===== config.mk =====
export PLATFORM = sky130hd
export DESIGN_NAME = gcdt_relax
export DESIGN_NICKNAME = d
export VERILOG_FILES = /design/src/sv/gcdt_pkg.sv /design/src/sv/gcdt_relax.sv
export SDC_FILE = /design/constraint.sdc
export NUM_CORES = 1
export LEC_CHECK = 0
export BUFFER_PORTS_ARGS = -buffer_cell sky130_fd_sc_hd__buf_2
export CORE_MARGIN = 2
export CORE_UTILIZATION = 45
export DETAILED_ROUTE_END_ITERATION = 12
export PLACE_DENSITY = 0.76
export SLEW_MARGIN = 20
export SYNTH_ARGS = -nofsm -noshare
export SYNTH_HDL_FRONTEND = slang
export SYNTH_SLANG_ARGS = --single-unit

===== constraint.sdc =====
create_clock -name vclk -period 8
set_input_delay 1.2 -clock vclk [all_inputs]
set_output_delay 1.2 -clock vclk [all_outputs]
set_load 0.05 [all_outputs]

===== src/sv/gcdt_pkg.sv =====
// ----------------------------------------------------------------------------
// gcdt_pkg
// Shared types and constants of the grid chamfer distance transform.
// ----------------------------------------------------------------------------
package gcdt_pkg;

  localparam int unsigned DIST_W   = 16;
  localparam int unsigned DIM_W    = 7;
  localparam int unsigned CELL_W   = 12;
  localparam int unsigned APB_AW   = 4;
  localparam int unsigned APB_DW   = 32;

  localparam logic [DIST_W-1:0] DIST_INF  = '1;
  localparam logic [DIST_W-1:0] DIST_ZERO = '0;

  localparam logic MODE_LOAD = 1'b0;
  localparam logic MODE_READ = 1'b1;

  typedef enum logic [1:0] {
    REG_GRID_WIDTH,
    REG_GRID_HEIGHT,
    REG_STRAIGHT_STEP,
    REG_DIAGONAL_STEP
  } reg_idx_e;

  typedef enum logic [2:0] {
    ST_IDLE,
    ST_READ,
    ST_CELL_RD,
    ST_CELL_VERT,
    ST_CELL_SIDE,
    ST_CELL_DIAG,
    ST_DONE
  } state_e;

endpackage


===== src/sv/gcdt_relax.sv =====
// ----------------------------------------------------------------------------
// gcdt_relax
// Shared relaxation unit: saturating neighbor-plus-step, then minimum.
// ----------------------------------------------------------------------------
module gcdt_relax
  import gcdt_pkg::*;
(
  input  logic              en_i,
  input  logic [DIST_W-1:0] cur_i,
  input  logic [DIST_W-1:0] nbr_i,
  input  logic [DIST_W-1:0] step_i,
  output logic [DIST_W-1:0] dist_o
);

  logic [DIST_W:0]   sum;
  logic [DIST_W-1:0] sat;

  assign sum    = {1'b0, nbr_i} + {1'b0, step_i};
  assign sat    = sum[DIST_W] ? DIST_INF : sum[DIST_W-1:0];
  assign dist_o = (en_i && (sat < cur_i)) ? sat : cur_i;

endmodule


# --- Yosys cells after proc, flatten, opt, wreduce, memory -nomap -nowiden ---
# Index checks and enable logic that the tools add are counted.
word_totals:
  regBits: 0
  inputBits: 49
  out_inout_bits: 16
  elab_cells: 5
classes:
  n_addsub: 1
  n_lt_le_gt_ge: 1
  muxes: 2
  reduce_logical: 1
ops:
  columns: ["operator", "n"]
  rows:
  - ["two-way mux 16 bit", 2]
  - ["adder 16 x 16 -> 17 bit", 1]
  - ["< comparator 16 bit", 1]
  - ["logical AND 1 bit", 1]

# --- Depth between registers and ports, before layout ---
# Gate-level depths: netlist of the first run.
logic_depth:
  ltp_word: 5
  mapped_depth: 17
  mapped_depth_nobuf: 15

# --- Least setup slack after synthesis of the first run ---
# No wires, ideal clock.
synth_timing:
  path_kind: "input -> output"
  startpoint: "input port nbr_i[0]"
  endpoint: "output port dist_o[15]"
  t_arrival_ns: 5.081
  required_ns: 6.800
  path_slack_ns: 1.719
  stages: 17
  path_buffers: 3
  cell_sequence: "ha_1 > fa_1 > a21oi_1 > o22ai_1 > o21ai_2 > and2_1 > buf_2 > nand3_1 > ha_1 > nand3_1 > nor3_1 > o211ai_1 > a41o_4 > and2_4 > buf_6 > buf_8 > a41oi_1"
synth_via:
  elab_chain_len: 5
synth_lines:
  columns: ["element", "line_no", "rtl"]
  rows:
  - ["start: declaration", "gcdt_relax.sv:10", "input logic [DIST_W-1:0] nbr_i,"]
  - ["adder 16 x 16 -> 17 bit *", "gcdt_relax.sv:18", "assign sum = {1'b0, nbr_i} + {1'b0, step_i};"]
  - ["two-way mux 16 bit *", "gcdt_relax.sv:19", "assign sat = sum[DIST_W] ? DIST_INF : sum[DIST_W-1:0];"]
  - ["< comparator 16 bit", "gcdt_relax.sv:20", "assign dist_o = (en_i && (sat < cur_i)) ? sat : cur_i;"]
  - ["logical AND 1 bit", "gcdt_relax.sv:20", null]
  - ["two-way mux 16 bit *", "gcdt_relax.sv:20", null]
  - ["end: declaration", "gcdt_relax.sv:12", "output logic [DIST_W-1:0] dist_o"]
# Every way passes the cells marked *; elsewhere a longest branch is shown, timed or not.

# --- Worst setup path after layout of the first run ---
layout_timing:
  startpoint: "input port nbr_i[0]"
  endpoint: "output port dist_o[3]"
# Same word-level chain as after synthesis.

==> summary.txt, run 1 <==
Outcome
  – Status: complete, no violations

Global route
  – Total gr overflow: 0
  – First-pass GRT wire length: 6430 µm
  – Vias in the first global route: roughly 1500
  – Initial antenna violation count: 0
  – GRT Total Usage: 0.188
  – Largest net degree at the start of global routing: 17

Power
  – Total power: between 200 and 250 µW
  – Clock network fraction of design power: 0
  – P_sw: roughly 130 µW
  – Leak: 0.000987 µW
  – Gate power share: 1.000
  – Peak VDD IR: about 0.037 mV
  – Internal cell power: 80.0 µW
  – Power Density: ~110 nW/µm²
  – Flop pwr share: 0
  – Sw frac: 0.625

Placed design
  – HPWL after DPL: approximately 3300 µm
  – Port bufs: 65
  – Placement Cell Area: 1890 µm²
  – Final Wtd Congestion: about 0.87

Critical path
  – Startpoint types: primary input
  – WP data arrival: about 5.3 ns
  – Setup crit end kind: output port
  – Worst path required time: around 7 ns
  – Critical-path maximum fanout: 16
  – Critical path type: primary input to output port

Clock tree
  – Post-CTS resize count: 0
  – CTS Hold Buffers Added: 0
  – # Post-CTS Setup Buffers: 0

Yosys
  – Post-synth top cells: 31 x ha_1, 22 x inv_1, 21 x nand2_1
  – Yosys top cell area share: 0.250
  – YS warnings: 0
  – Mapped Cells: 207
  – Mapped cell area: ~1500 µm²
  – Cell taking the most area after synthesis: ha_1
  – Post-Syn Area per Cell: 7.48 µm²
  – Post-synthesis sequential area ratio: 0
  – Top-count cell post-synth: ha_1
  – Syn nets: ~290
  – Synth cell types: 45
  – Main area contributors after synthesis: ha_1 25%, a21oi_1 6.5%, mux2_2 5.8%

STA
  – Setup violations, final: 0
  – Final min period: ~6.5 ns
  – Max Clock Freq: around 150 MHz
  – Final Slew Violations: 0
  – Unrepaired setup endpoints after global routing: no
  – Worst slew pin tran: approximately 0.60 ns
  – TNS Setup: 0 ns
  – Slew HR: 0.588
  – Worst hold slack: around 2.9 ns
  – Final Hold Vio Count: 0
  – Final Cycle Share: 0.816

Final layout
  – Design area: approximately 1900 µm²
  – Final nets: ~350
  – Register area: 0 µm²
  – Clock Buffer Count: 0
  – Ant. Diodes: 0
  – Syn-to-layout area delta: 22.0%
  – Share of layout cells above drive strength 1: 0.325
  – Seq_cells: 0

Routing
  – Antenna violation net count after detailed routing: 0
  – Drt drc: 0
  – Routed WL: about 3700 µm
  – Pre-Repair DR Iteration Count: 5
  – Mean number of vias per cell: 5.41
  – DR iter-0 viols: 43
  – Vias: 1698
  – Drt wl/cell: roughly 12 µm

Floorplanning
  – Top-Level Pins: between 60 and 70
  – Core Rows: 21
  – Die ar.: just under 4000 µm²
  – Initial Util: 0.468
  – Core footprint: ~3300 µm²
  – Die W: 62.7 µm
  – Die H: ~63 µm

Hold path
  – Hold crit path type: primary input to output port

Job
  – Max-cap violations: 0
per-layer routing:
layer / GRT usage / vias up / wire (µm)
li1: - / 899 / -
met1: 0.262 / 743 / 1770
met2: 0.331 / 52 / 1750
met3: 0.0108 / 4 / 179
met4: 0.0194 / 0 / 40
met5: 0 / - / 0
final timing paths:
| path | startpoint | to | slack, ns | cells after the start |
|---|---|---|---|---|
| worst max-delay path | nbr_i[0] | dist_o[3] | 1.48 | 14 |
| worst min-delay path | cur_i[8] | dist_o[8] | 2.86 | 3 |
area by class of cell:
type | instances | area, µm²
multi-input combinational | 181 | 1420
fill | 337 | 1420
timing repair buffer | 65 | 325
inverter | 22 | 82.6
tap | 46 | 57.6
cell families after synthesis:
| kind of cell | count (synthesis) | share of synthesized area |
|---|---|---|
| adder cells (fa/ha/maj) | 32 | 0.263 |
| AND/OR/NAND/NOR | 57 | 0.190 |
| XOR/XNOR | 5 | 0.0283 |
| buffers and inverters | 26 | 0.0808 |
| AO/OA/AOI/OAI | 71 | 0.309 |
| multiplexers | 16 | 0.129 |
placed cells by master (no fill, tap or decap), types with 6 or more instances in the layout:
cell     Yosys  layout
o21a_1       6       6
a31oi_1      6       6
mux2_2       8       8
inv_1       22      22
a21oi_1     20      20
nand3_1      8       8
nand2_1     21      21
nor2_1       8       8
buf_2        1      65
ha_1        31      31
o21ai_0     15      15
mux2_4       6       6
stage by stage:
step	worst slack, ns	cells	utilization
global placement	1.64	314	0.571
global route	1.05	314	0.571
detailed placement	1.57	314	0.571
floorplan	1.72	207	-
CTS	1.56	314	0.571
finish	1.48	314	0.571
power by group through the flow:
stage | sequential (µW) | combinational (µW) | clock [µW]
3_3_place_gp | 0 | 210 | 0
4_1_cts | 0 | 213 | 0
2_1_floorplan | 0 | 170 | 0
5_1_grt | 0 | 235 | 0
3_5_place_dp | 0 | 212 | 0
6_report | 0 | 213 | 0
critical path, cell delays in order:
cell,delay (ns)
buf_2,0.10
ha_1,0.22
fa_1,0.43
a21oi_1,0.20
o22ai_1,0.15
o21ai_2,0.26
and2_1,0.44
o21ai_0,0.21
ha_1,0.33
a2111oi_0,0.57
a41o_4,0.33
and2_4,0.29
mux2_2,0.37
buf_2,0.21
(Power assumes the default switching activity.)
==> inputs of run 2 (changes only) <==
- ABC_AREA: default -> 1
- clock period: 8 -> 6.3 ns (I/O delays scaled with it)
==> run 2 against run 1 <==
  * Global-route usage fell by 0.26 points
  * Worst hold slack worse by 0.57 ns
  * Cell area decreased by 1.9%
  * Via count up 6.7%
==> summary.txt, run 2 <==
Job
  – Max-cap violations: 0 (unchanged)

Clock tree
  – Post-CTS resize count: 0 (unchanged)
  – # Post-CTS Setup Buffers: 0 (unchanged)
  – CTS Hold Buffers Added: 0 (unchanged)

Routing
  – Drt drc: 0 (unchanged)
  – DR iter-0 viols: 90 (+110%)
  – Antenna violation net count after detailed routing: 0 (unchanged)
  – Pre-Repair DR Iteration Count: 4 (-1)
  – Vias: 1811 (+6.7%)
  – Mean number of vias per cell: 4.92 (-9.0%)
  – Drt wl/cell: 9.51 µm (-20%)
  – Routed WL: 3500 µm (-6.5%)

Yosys
  – Mapped cell area: 1500 µm² (-3.2%)
  – Post-synth top cells: 81 x nand2_1, 37 x inv_1, 31 x ha_1
  – Main area contributors after synthesis: ha_1 26%, nand2_1 20%, inv_1 9.3%
  – Post-Syn Area per Cell: 5.74 µm² (-23%)
  – Top-count cell post-synth: nand2_1
  – Synth cell types: 30 (-33%)
  – Syn nets: 342 (+19%)
  – Mapped Cells: 261 (+26%)
  – Cell taking the most area after synthesis: ha_1
  – YS warnings: 0 (unchanged)
  – Yosys top cell area share: 0.259 (+0.00836)
  – Post-synthesis sequential area ratio: 0 (unchanged)

Final layout
  – Syn-to-layout area delta: 23.7%
  – Clock Buffer Count: 0 (unchanged)
  – Fillers: 345 (+2.4%)
  – Most frequent cells in the layout: 81 x nand2_1, 65 x buf_2, 37 x inv_1
  – Multi-input logic area: 1330 µm² (-6.8%)
  – Final nets: 407 (+16%)
  – Share of layout cells above drive strength 1: 0.269 (-0.0561)
  – Ant. Diodes: 0 (unchanged)
  – Commonest non-fill, non-tap cell in the layout: nand2_1
  – Design area: 1850 µm² (-1.9%)
  – Register area: 0 µm² (unchanged)
  – Seq_cells: 0 (unchanged)
  – Final core area utilization: 0.598 (+0.0269)

Floorplanning
  – Die ar.: 3810 µm² (-3.0%)
  – Top-Level Pins: 65 (unchanged)
  – Core footprint: 3100 µm² (-6.3%)
  – Core Rows: 20 (-4.8%)
  – Initial Util: 0.483 (+0.0152)
  – Die H: 61.7 µm (-1.5%)
  – Die W: 61.7 µm (-1.5%)

STA
  – Slew HR: 0.691 (+0.103)
  – Worst hold slack: 2.28 ns (-0.572 ns)
  – Final min period: ~5.4 ns
  – Max Clock Freq: 187 MHz
  – Final Slew Violations: 0 (unchanged)
  – TNS Setup: 0 ns (unchanged)
  – Final Cycle Share: 0.851
  – Setup violations, final: 0 (unchanged)
  – Final Hold Vio Count: 0 (unchanged)
  – Worst slew pin tran: 0.460 ns (-0.143 ns)
  – Post-route setup slack: 0.940 ns (-0.536 ns)
  – Unrepaired setup endpoints after global routing: no

Global route
  – Largest net degree at the start of global routing: 18 (+1)
  – GR peak layer: met2
  – GR Util met1: 0.284 (+0.0219)
  – Met2 Usage GRT: 0.314 (-0.0164)
  – Initial antenna violation count: 0 (unchanged)
  – GRT Total Usage: 0.186 (-0.00257)
  – Total gr overflow: 0 (unchanged)
  – Met3 usage: 0 (-0.0108)
  – First-pass GRT wire length: 5710 µm (-11%)
  – Vias in the first global route: 1409 (-7.8%)

Critical path
  – Critical-path maximum fanout: 14 (-2)
  – Startpoint types: primary input
  – CP most frequent cell: nand2_1
  – Worst path max stage delay: 0.38 ns (-0.19 ns)
  – Worst path cell trace: buf_2 > ha_1 > fa_1 > nand2_1 > nand2_1 > nand3_1 > nand2_2 > nand2_1 > nand2_1 > inv_1 > nand3_1 > ha_1 > a21oi_1 > nor2_1 > a211oi_2 > nor2_1 > nor4_4 > buf_4 > nand3_1 > nand2_1 > buf_2
  – WP data arrival: 4.42 ns (-0.90 ns)
  – Worst path required time: 5.35 ns (-1.45 ns)
  – Critical path type: primary input to output port
  – Setup crit end kind: output port
  – Crit path buf inv count: 4 (+2)
  – CP top delay family: simple AND/OR/NAND/NOR gates
  – CP max-delay cell: fa_1
  – CP Launch Point: nbr_i[0]

Power
  – Gate power share: 1.000 (about the same)
  – Flop pwr share: 0 (unchanged)
  – Leak: 0.00115 µW (+16%)
  – Peak VDD IR: 0.0548 mV (+48%)
  – Clock network fraction of design power: 0 (unchanged)
  – Power Density: 154 nW/µm² (+37%)
  – Internal cell power: 93.5 µW (+17%)
  – Sw frac: 0.674 (+0.0490)
  – P_sw: 193 µW (+45%)

Outcome
  – Status: complete, no violations

Hold path
  – Min-delay src: cur_i[4]
  – Hold crit path type: primary input to output port

Placed design
  – Final Wtd Congestion: 0.824 (-5.3%)
  – HPWL after DPL: 3130 µm (-5.1%)
  – Port bufs: 65 (unchanged)
  – Dpl ws: 0.935 ns (-0.635 ns)
  – Placement Cell Area: 1850 µm² (-1.9%)
run 2: cell count changes after synthesis, sizes merged, moves of 6 or more:
cell,change
nand3,+18
nand2,+74
nor2,+6
inv,+15
o21ai,-8
mux2,-14
run 2: cells by family (layout without fill, tap and decap cells):
family,Yosys count,count (layout),share of synthesized area
xor+xnor,1,1,0.00584
simple gates,148,148,0.458
compound gates,40,40,0.149
buf+inv,40,103,0.114
fa+ha+maj,32,32,0.272
run 2: worst paths after layout:
path,cells after the start,slack [ns],end
worst min-delay path,4,2.28,dist_o[4]
worst max-delay path,21,0.94,dist_o[10]
run 2: area by class of cell:
type	count	area share
Tap cell	44	0.0297
Timing Repair Buffer	66	0.179
Inverter	37	0.0749
Multi-Input combinational cell	221	0.716
run 2: power by group through the flow:
stage | clock network (µW) | logic, µW | registers, µW
2_1_floorplan | 0 | 226 | 0
3_3_place_gp | 0 | 285 | 0
6_report | 0 | 286 | 0
3_5_place_dp | 0 | 287 | 0
5_1_grt | 0 | 320 | 0
4_1_cts | 0 | 288 | 0
run 2: stage by stage:
step,power [µW],std cells
floorplan,226,261
global placement,285,368
detailed placement,287,368
CTS,288,368
global route,320,368
finish,286,368
run 2: routing by layer:
layer	up-vias	part of all wire
li1	991	-
met1	772	0.50
met2	48	0.45
met3	0	0.048
met4	0	0
met5	-	0
